--- src/hdl/text_console_writer_unit_defines.svh ---
// text_console_writer_unit_defines.svh: assertion macros for the console writer
// the macros expect clk and arst_n to be in scope where they are used
`ifndef TEXT_CONSOLE_WRITER_UNIT_DEFINES_SVH
`define TEXT_CONSOLE_WRITER_UNIT_DEFINES_SVH

// same-cycle implication, off while in reset
`define TCW_ASSERT(label, ante, cons, msg) \
	label: assert property (@(posedge clk) disable iff (!arst_n) (ante) |-> (cons)) \
		else $error(msg);

// next-cycle implication, off while in reset
`define TCW_ASSERT_NEXT(label, ante, cons, msg) \
	label: assert property (@(posedge clk) disable iff (!arst_n) (ante) |=> (cons)) \
		else $error(msg);

`endif

--- src/hdl/tcw_pkg.sv ---
// tcw_pkg: shared types and constants of the text console writer
// no dependencies; used by tcw_front, tcw_back and the top level
package tcw_pkg;

	localparam int IDX_W  = 11;
	localparam int CELL_W = 16;
	localparam int QDEPTH = 2;

	localparam logic [7:0] RESET_ATTR   = 8'h07;
	localparam logic [7:0] CH_NEWLINE   = 8'd10;
	localparam logic [7:0] CH_RETURN    = 8'd13;
	localparam logic [7:0] CH_BACKSPACE = 8'd8;
	localparam logic [7:0] CH_TAB       = 8'd9;
	localparam logic [7:0] CH_SPACE     = 8'h20;

	typedef enum logic [1:0] {
		OP_PUT      = 2'd0,
		OP_PUT_ATTR = 2'd1,
		OP_CLEAR    = 2'd2,
		OP_READ     = 2'd3
	} op_t;

	typedef enum logic [2:0] {
		CMD_PUT,
		CMD_NEWLINE,
		CMD_RETURN,
		CMD_BACKSPACE,
		CMD_TAB,
		CMD_CLEAR,
		CMD_READ
	} cmd_kind_t;

	typedef struct packed {
		cmd_kind_t        kind;
		logic [7:0]       ch;
		logic [7:0]       attr;
		logic [IDX_W-1:0] idx;
	} cmd_t;

endpackage

--- src/hdl/tcw_front.sv ---
// tcw_front: accepts input beats, classifies them into commands, queues them
// depends on tcw_pkg and text_console_writer_unit_defines.svh
`include "text_console_writer_unit_defines.svh"

module tcw_front (
	input  logic                      clk,
	input  logic                      arst_n,
	input  logic                      hold,
	input  logic                      in_valid,
	output logic                      in_stall,
	input  logic [1:0]                op,
	input  logic [7:0]                char_code,
	input  logic [7:0]                attribute,
	input  logic [tcw_pkg::IDX_W-1:0] cell_index,
	input  logic [7:0]                dflt_attr,
	output logic                      cmd_valid,
	output tcw_pkg::cmd_t             cmd,
	input  logic                      cmd_pop
);
	import tcw_pkg::*;

	localparam int QAW  = (QDEPTH > 1) ? $clog2(QDEPTH) : 1;
	localparam int CNTW = $clog2(QDEPTH + 1);

	cmd_t            q_mem [QDEPTH];
	logic [QAW-1:0]  wp_q;
	logic [QAW-1:0]  rp_q;
	logic [CNTW-1:0] cnt_q;
	cmd_t            cls;
	logic            push;

	assign in_stall  = hold || (cnt_q == CNTW'(QDEPTH));
	assign push      = in_valid && !in_stall;
	assign cmd_valid = (cnt_q != '0);
	assign cmd       = q_mem[rp_q];

	always_comb begin
		cls.ch   = char_code;
		cls.attr = dflt_attr;
		cls.idx  = cell_index;
		cls.kind = CMD_PUT;
		unique case (op_t'(op))
			OP_READ:  cls.kind = CMD_READ;
			OP_CLEAR: cls.kind = CMD_CLEAR;
			OP_PUT, OP_PUT_ATTR: begin
				if (op_t'(op) == OP_PUT_ATTR) begin
					cls.attr = attribute;
				end
				unique case (char_code)
					CH_NEWLINE:   cls.kind = CMD_NEWLINE;
					CH_RETURN:    cls.kind = CMD_RETURN;
					CH_BACKSPACE: cls.kind = CMD_BACKSPACE;
					CH_TAB:       cls.kind = CMD_TAB;
					default:      cls.kind = CMD_PUT;
				endcase
			end
		endcase
	end

	always_ff @(posedge clk) begin
		if (push) begin
			q_mem[wp_q] <= cls;
		end
	end

	always_ff @(posedge clk or negedge arst_n) begin
		if (!arst_n) begin
			wp_q  <= '0;
			rp_q  <= '0;
			cnt_q <= '0;
		end else begin
			if (push) begin
				wp_q <= (wp_q == QAW'(QDEPTH - 1)) ? '0 : wp_q + QAW'(1);
			end
			if (cmd_pop) begin
				rp_q <= (rp_q == QAW'(QDEPTH - 1)) ? '0 : rp_q + QAW'(1);
			end
			if (push && !cmd_pop) begin
				cnt_q <= cnt_q + CNTW'(1);
			end else if (cmd_pop && !push) begin
				cnt_q <= cnt_q - CNTW'(1);
			end
		end
	end

	`TCW_ASSERT_NEXT(a_head_held, cmd_valid && !cmd_pop, cmd_valid && $stable(cmd), "queue head lost")
	`TCW_ASSERT(a_cnt_range, cmd_pop, cmd_valid, "pop from empty queue")
	`TCW_ASSERT(a_hold_stalls, hold, in_stall && !push, "beat taken during clearing pass")

endmodule

--- config.mk ---
export PLATFORM = sky130hd
export DESIGN_NAME = tcw_front
export DESIGN_NICKNAME = d
export VERILOG_FILES = /design/src/hdl/tcw_pkg.sv /design/src/hdl/tcw_front.sv
export VERILOG_INCLUDE_DIRS = /design/src /design/src/hdl
export SDC_FILE = /design/constraint.sdc
export NUM_CORES = 1
export LEC_CHECK = 0
export ABC_CLOCK_PERIOD_IN_PS = 6500
export BUFFER_PORTS_ARGS = -buffer_cell sky130_fd_sc_hd__buf_4
export CORE_MARGIN = 3
export CORE_UTILIZATION = 44
export DETAILED_ROUTE_END_ITERATION = 12
export PLACE_DENSITY = 0.69
export SYNTH_ARGS = -nofsm -noshare
export SYNTH_HDL_FRONTEND = slang
export SYNTH_SLANG_ARGS = --single-unit
--- constraint.sdc ---
create_clock -name clk -period 6.5 [get_ports clk]
set_input_delay 0.65 -clock clk [delete_from_list [all_inputs] [get_ports clk]]
set_output_delay 0.65 -clock clk [all_outputs]
set_load 0.02 [all_outputs]
Word level (Yosys, flattened, before mapping)
Memories as Yosys holds them, arrays and structs flattened.
Index checks and enable logic that the tools add are counted.

storage, ports and cells
  memory bits (writable) = 60
  word-level logic and storage cells = 37
  flip-flop bits (word level) = 4
  input bits = 42
  memories = 1

memory list
  name   words  bits a word  rd ports  clocked after memory_dff  write ports  RTL line         source
  q_mem  2      30           1         0                         1            tcw_front.sv:25  cmd_t q_mem [QDEPTH];

operators by class
  mux-type cells = 10
  reductions and logical operators = 11
  eq/ne operators = 8
  $add $sub $neg = 4

operator list
  kind                                                                    count
  8-bit by 4-bit equality test with 1-bit output (second input constant)  4
  8-bit two-way mux                                                       2
  3-bit one-hot mux with 4 select lines                                   1
  3-bit one-hot mux with 3 select lines                                   1
  2-bit equality test (second input constant)                             3
  1-bit two-way mux                                                       4
  2-bit two-way mux                                                       2
  2-bit nonzero test                                                      2
  1-bit logical AND                                                       3
  1-bit logical NOT                                                       3
  1-bit adder (second input constant)                                     2
  2-bit by 1-bit adder with 2-bit output (second input constant)          1
  2-bit by 1-bit equality test with 1-bit output (second input constant)  1
  2-bit logical NOT                                                       1
  2-bit OR reduction                                                      1
  2-bit by 1-bit subtractor with 2-bit output (second input constant)     1
  1-bit logical OR                                                        1

Depth between registers and ports, before layout
  depth after elaboration = 8
  depth in mapped cells = 7

Worst setup path after synthesis
OpenSTA, ideal clock, no wires.

  path kind = input to register
  from = input hold
  to = memory q_mem[0][0] in the netlist's numbering (enable)
  data arrival time = 2099 ps
  path slack = 3984 ps
  cell stages on the path = 3
  library setup time = 417 ps
  cells stage by stage = inv_1 -> o211ai_2 -> nor2_1

between the ends
  word-level cells in the longest chain between the ends = 5

ends and longest elaborated chain
  what                                     RTL line         source
  start: declaration                       tcw_front.sv:8   input logic hold,
  1-bit logical OR                         tcw_front.sv:32  assign in_stall = hold || (cnt_q == CNTW'(QDEPTH));
  1-bit logical NOT                        tcw_front.sv:33  assign push = in_valid && !in_stall;
  1-bit logical AND                        tcw_front.sv:33
  1-bit two-way mux                        tcw_front.sv:61  if (push) begin
  1-bit two-way mux (not written as such)  tcw_front.sv:62  q_mem[wp_q] <= cls;
  end: declaration                         tcw_front.sv:25

No other way between the ends.

==> load_flow_metrics.sql <==
INSERT INTO impl_metrics (metric_group, metric, value, unit) VALUES
('outcome', 'run_status', 'finished, final reports clean', ''),
('floorplan', 'placeableCoreArea', '5574', 'um^2'),
('clocking', 'cts.reportedPaths.clkPinSlew', '60', 'ps'),
('route', 'finalWirelength', '4615', 'um'),
('timing', 'finalCriticalPeriod', '2645', 'ps'),
('global_route', 'number_of_antenna_violations_at_the_first_check_in_global_routing', '0', ''),
('clocking', 'cts_tree', 'yes', ''),
('route', 'post_drt_wl_per_cell', '15.64', 'um'),
('power_and_ir_drop', 'power_leakage', '1.314', 'nW'),
('power_and_ir_drop', 'power_per_cell_area', '373.6', 'nW/um^2'),
('timing', 'fin_setup_tns', '0', 'ps'),
('global_route', 'grt_use_total', '14.33', '%'),
('timing', 'report.final.slew_viol_count', '0', ''),
('floorplan', 'die_width', '82.43', 'um'),
('clocking', 'cts_root_buf', 'sky130_fd_sc_hd__clkbuf_8', ''),
('placement', 'routabilityCongestion', '0.6856', ''),
('finish', 'multiInputGateArea', '606.8', 'um^2'),
('timing', 'maxClockFrequency', '0.3781', 'GHz'),
('timing', 'finalCritPeriodShare', '40.69', '%'),
('timing', 'slew_of_the_pin_with_the_lowest_slew_margin', '730.8', 'ps'),
('placement', 'dp_hpwl', '3265', 'um'),
('floorplan', 'total_die_area', '6794', 'um^2'),
('global_route', 'grt_overflow_total', '0', ''),
('clocking', 'postCtsSetupRepairBufs', '0', ''),
('synthesis', 'post_synth_fa_ha_maj_area_fraction', '0.4869', '%'),
('critical_path', 'critPathLaunchType', 'flop', ''),
('floorplan', 'chipHeight', '82.43', 'um'),
('finish', 'n_diodes', '0', ''),
('finish', 'finalCoreUtilization', '60.13', '%'),
('clocking', 'clk-insertion-delay-late', '320', 'ps'),
('clocking', 'cts_resized', '0', ''),
('placement', 'port-buffer-count', '73', ''),
('route', 'detailroute.via_count', '1439', ''),
('critical_path', 'type_of_the_worst_setup_path', 'reg -> out', ''),
('critical_path', 'critPathMaxStageDelay', '760', 'ps'),
('global_route', 'grt_pass1_vias', '1484', ''),
('synthesis', 'largest_family_of_logic_cells_by_synthesized_area', 'multiplexers', ''),
('synthesis', 'synth_cell_types', '21', ''),
('synthesis', 'netlist_instances', '135', ''),
('synthesis', 'synth.net_count', '178', ''),
('synthesis', 'ys_async_sr_fraction', '6.250', '%'),
('finish', 'filler_cell_count', '417', ''),
('floorplan', 'placement_rows', '27', ''),
('route', 'first_pass_iters', '4', ''),
('job', 'timing.max_cap.violations', '0', ''),
('timing', 'setup_viol_count_final', '0', ''),
('timing', 'setup_repair_after_global_routing_missed_its_margin', 'false', ''),
('route', 'initialDrtViolationCount', '45', ''),
('synthesis', 'synth-simple-area-share', '1.996', '%'),
('critical_path', 'path_cells', 'buf_4 -> mux2_2 -> buf_4', ''),
('clocking', 'hold_buffers', '0', ''),
('floorplan', 'io_pins', '74', ''),
('finish', 'drive_gt1_share', '58.74', '%'),
('timing', 'timing_hold_violations_final', '0', ''),
('synthesis', 'compound_gate_fraction_of_synth_area', '1.899', '%'),
('clocking', 'clk_path_buf_depth', '2', ''),
('floorplan', 'initial_core_util', '46.11', '%'),
('finish', 'fin_nets', '262', ''),
('route', 'drc_errors', '0', ''),
('global_route', 'grt_max_degree', '31', ''),
('global_route', 'wire_length_of_the_first_global_routing_pass', '6948', 'um'),
('timing', 'worst_slew_margin_rel', '51.23', '%'),
('critical_path', 'worst-path-max-fanout', '17', ''),
('clocking', 'cts.htree.levels', '3', ''),
('synthesis', 'synthesis.area_per_instance', '19.04', 'um^2'),
('route', 'antenna_violating_nets_post_route', '0', ''),
('clocking', 'clock_sink_count', '64', ''),
('synthesis', 'synth-edff-count', '60', ''),
('critical_path', 'worst_path_max_delay_cell', 'sky130_fd_sc_hd__dfrtp_1', ''),
('power_and_ir_drop', 'vdd_drop_max', '0.1830', 'mV'),
('finish', 'flow.area_growth_from_synthesis', '30.43', '%');
==> worst paths after layout <==
kind | startpoint | endpoint | slack, ps | cells after the start
worst max-delay path | rp_q | cmd[29] | 3860 | 3
worst min-delay path | arst_n | cnt_q[0] | 120 | 1
worst max register to register | cnt_q[1] | q_mem[0][24] | 4580 | 4
worst min register to register | wp_q | wp_q | 530 | 1
max in group asynchronous | arst_n | wp_q | 6280 | 1
min in group clk | cell_index[5] | q_mem[0][5] | 510 | 1
==> cell type report <==
class / instances / share of cell area (%)
clock buffer: 10 / 3.807
clock inverter: 5 / 0.7465
inverter: 8 / 0.8959
multi-input combinational: 60 / 18.10
sequential: 64 / 56.74
tap: 72 / 2.688
timing repair buffer: 76 / 17.02
==> where the power goes <==
| part | internal, W | switching (W) | leakage (nW) | total (W) |
|---|---|---|---|---|
| Clock | 0.000132 | 0.000137 | 0.0770 | 0.000269 |
| Combinational | 0.000212 | 0.000215 | 0.642 | 0.000427 |
| Sequential | 0.000518 | 0.0000379 | 0.595 | 0.000556 |
| Total | 0.000862 | 0.000390 | 1.31 | 0.00125 |
==> layer usage <==
metal | track usage, % | vias to the layer above | wire length [um]
li1 | - | 679 | -
met1 | 16.62 | 711 | 1706
met2 | 24.84 | 41 | 2578
met3 | 3.688 | 8 | 267
met4 | 6.478 | 0 | 63
met5 | 0 | - | 0
==> cell families (layout without fill, tap and decap cells) <==
kind of cell / after synthesis / after routing
flops: 64 / 64
mux: 38 / 38
buf+inv: 11 / 99
simple gates: 10 / 10
xor+xnor: 6 / 6
compound gates: 5 / 5
fa+ha+maj: 1 / 1
==> sequential cells by signal (all words and copies together), names as in the netlist <==
signal and count:
q_mem 60, wp_q 1, cnt_q 2, rp_q 1
==> critical path, delay by kind of cell, from the launching register on <==
kind,cells,cell delay (ps)
buf+inv,2,540
mux,1,380
flops,1,760
==> cell usage after synthesis (2+ instances only) <==
cell type                  count  area, um^2
sky130_fd_sc_hd__nor2_1        4       15.01
sky130_fd_sc_hd__xnor2_1       3       26.28
sky130_fd_sc_hd__nand2_1       2       7.510
sky130_fd_sc_hd__mux2_2       35       394.1
sky130_fd_sc_hd__mux2_4        3       45.04
sky130_fd_sc_hd__xor2_1        3       26.28
sky130_fd_sc_hd__edfxtp_1     60        1802
sky130_fd_sc_hd__buf_6         3       33.78
sky130_fd_sc_hd__dfrtp_1       4       100.1
sky130_fd_sc_hd__inv_1         7       26.28
==> cells in the final DEF (no fill, tap or decap), types with 2 or more instances in the layout <==
cell type / count
sky130_fd_sc_hd__clkinv_1: 2
sky130_fd_sc_hd__clkbuf_8: 9
sky130_fd_sc_hd__nor2_1: 3
sky130_fd_sc_hd__xor2_1: 3
sky130_fd_sc_hd__dfrtp_1: 4
sky130_fd_sc_hd__mux2_2: 35
sky130_fd_sc_hd__edfxtp_1: 60
sky130_fd_sc_hd__clkinv_2: 2
sky130_fd_sc_hd__nand2_1: 2
sky130_fd_sc_hd__mux2_4: 3
sky130_fd_sc_hd__xnor2_1: 3
sky130_fd_sc_hd__inv_1: 7
sky130_fd_sc_hd__buf_4: 76
==> metrics by stage <==
step                      cells  total power (W)  cell area, um^2  setup slack, ps  hold WS [ps]
after floorplan             135        0.0008400             2570             3984         354.4
after global placement      280        0.0009878             3199             4193         447.3
after detailed placement    280        0.0009996             3199             4151         449.6
after CTS                   295         0.001271             3352             3796         102.5
after global routing        295         0.001318             3352             3744         98.12
final                       295         0.001252             3352             3855         118.4
(Power assumes the default switching activity.)
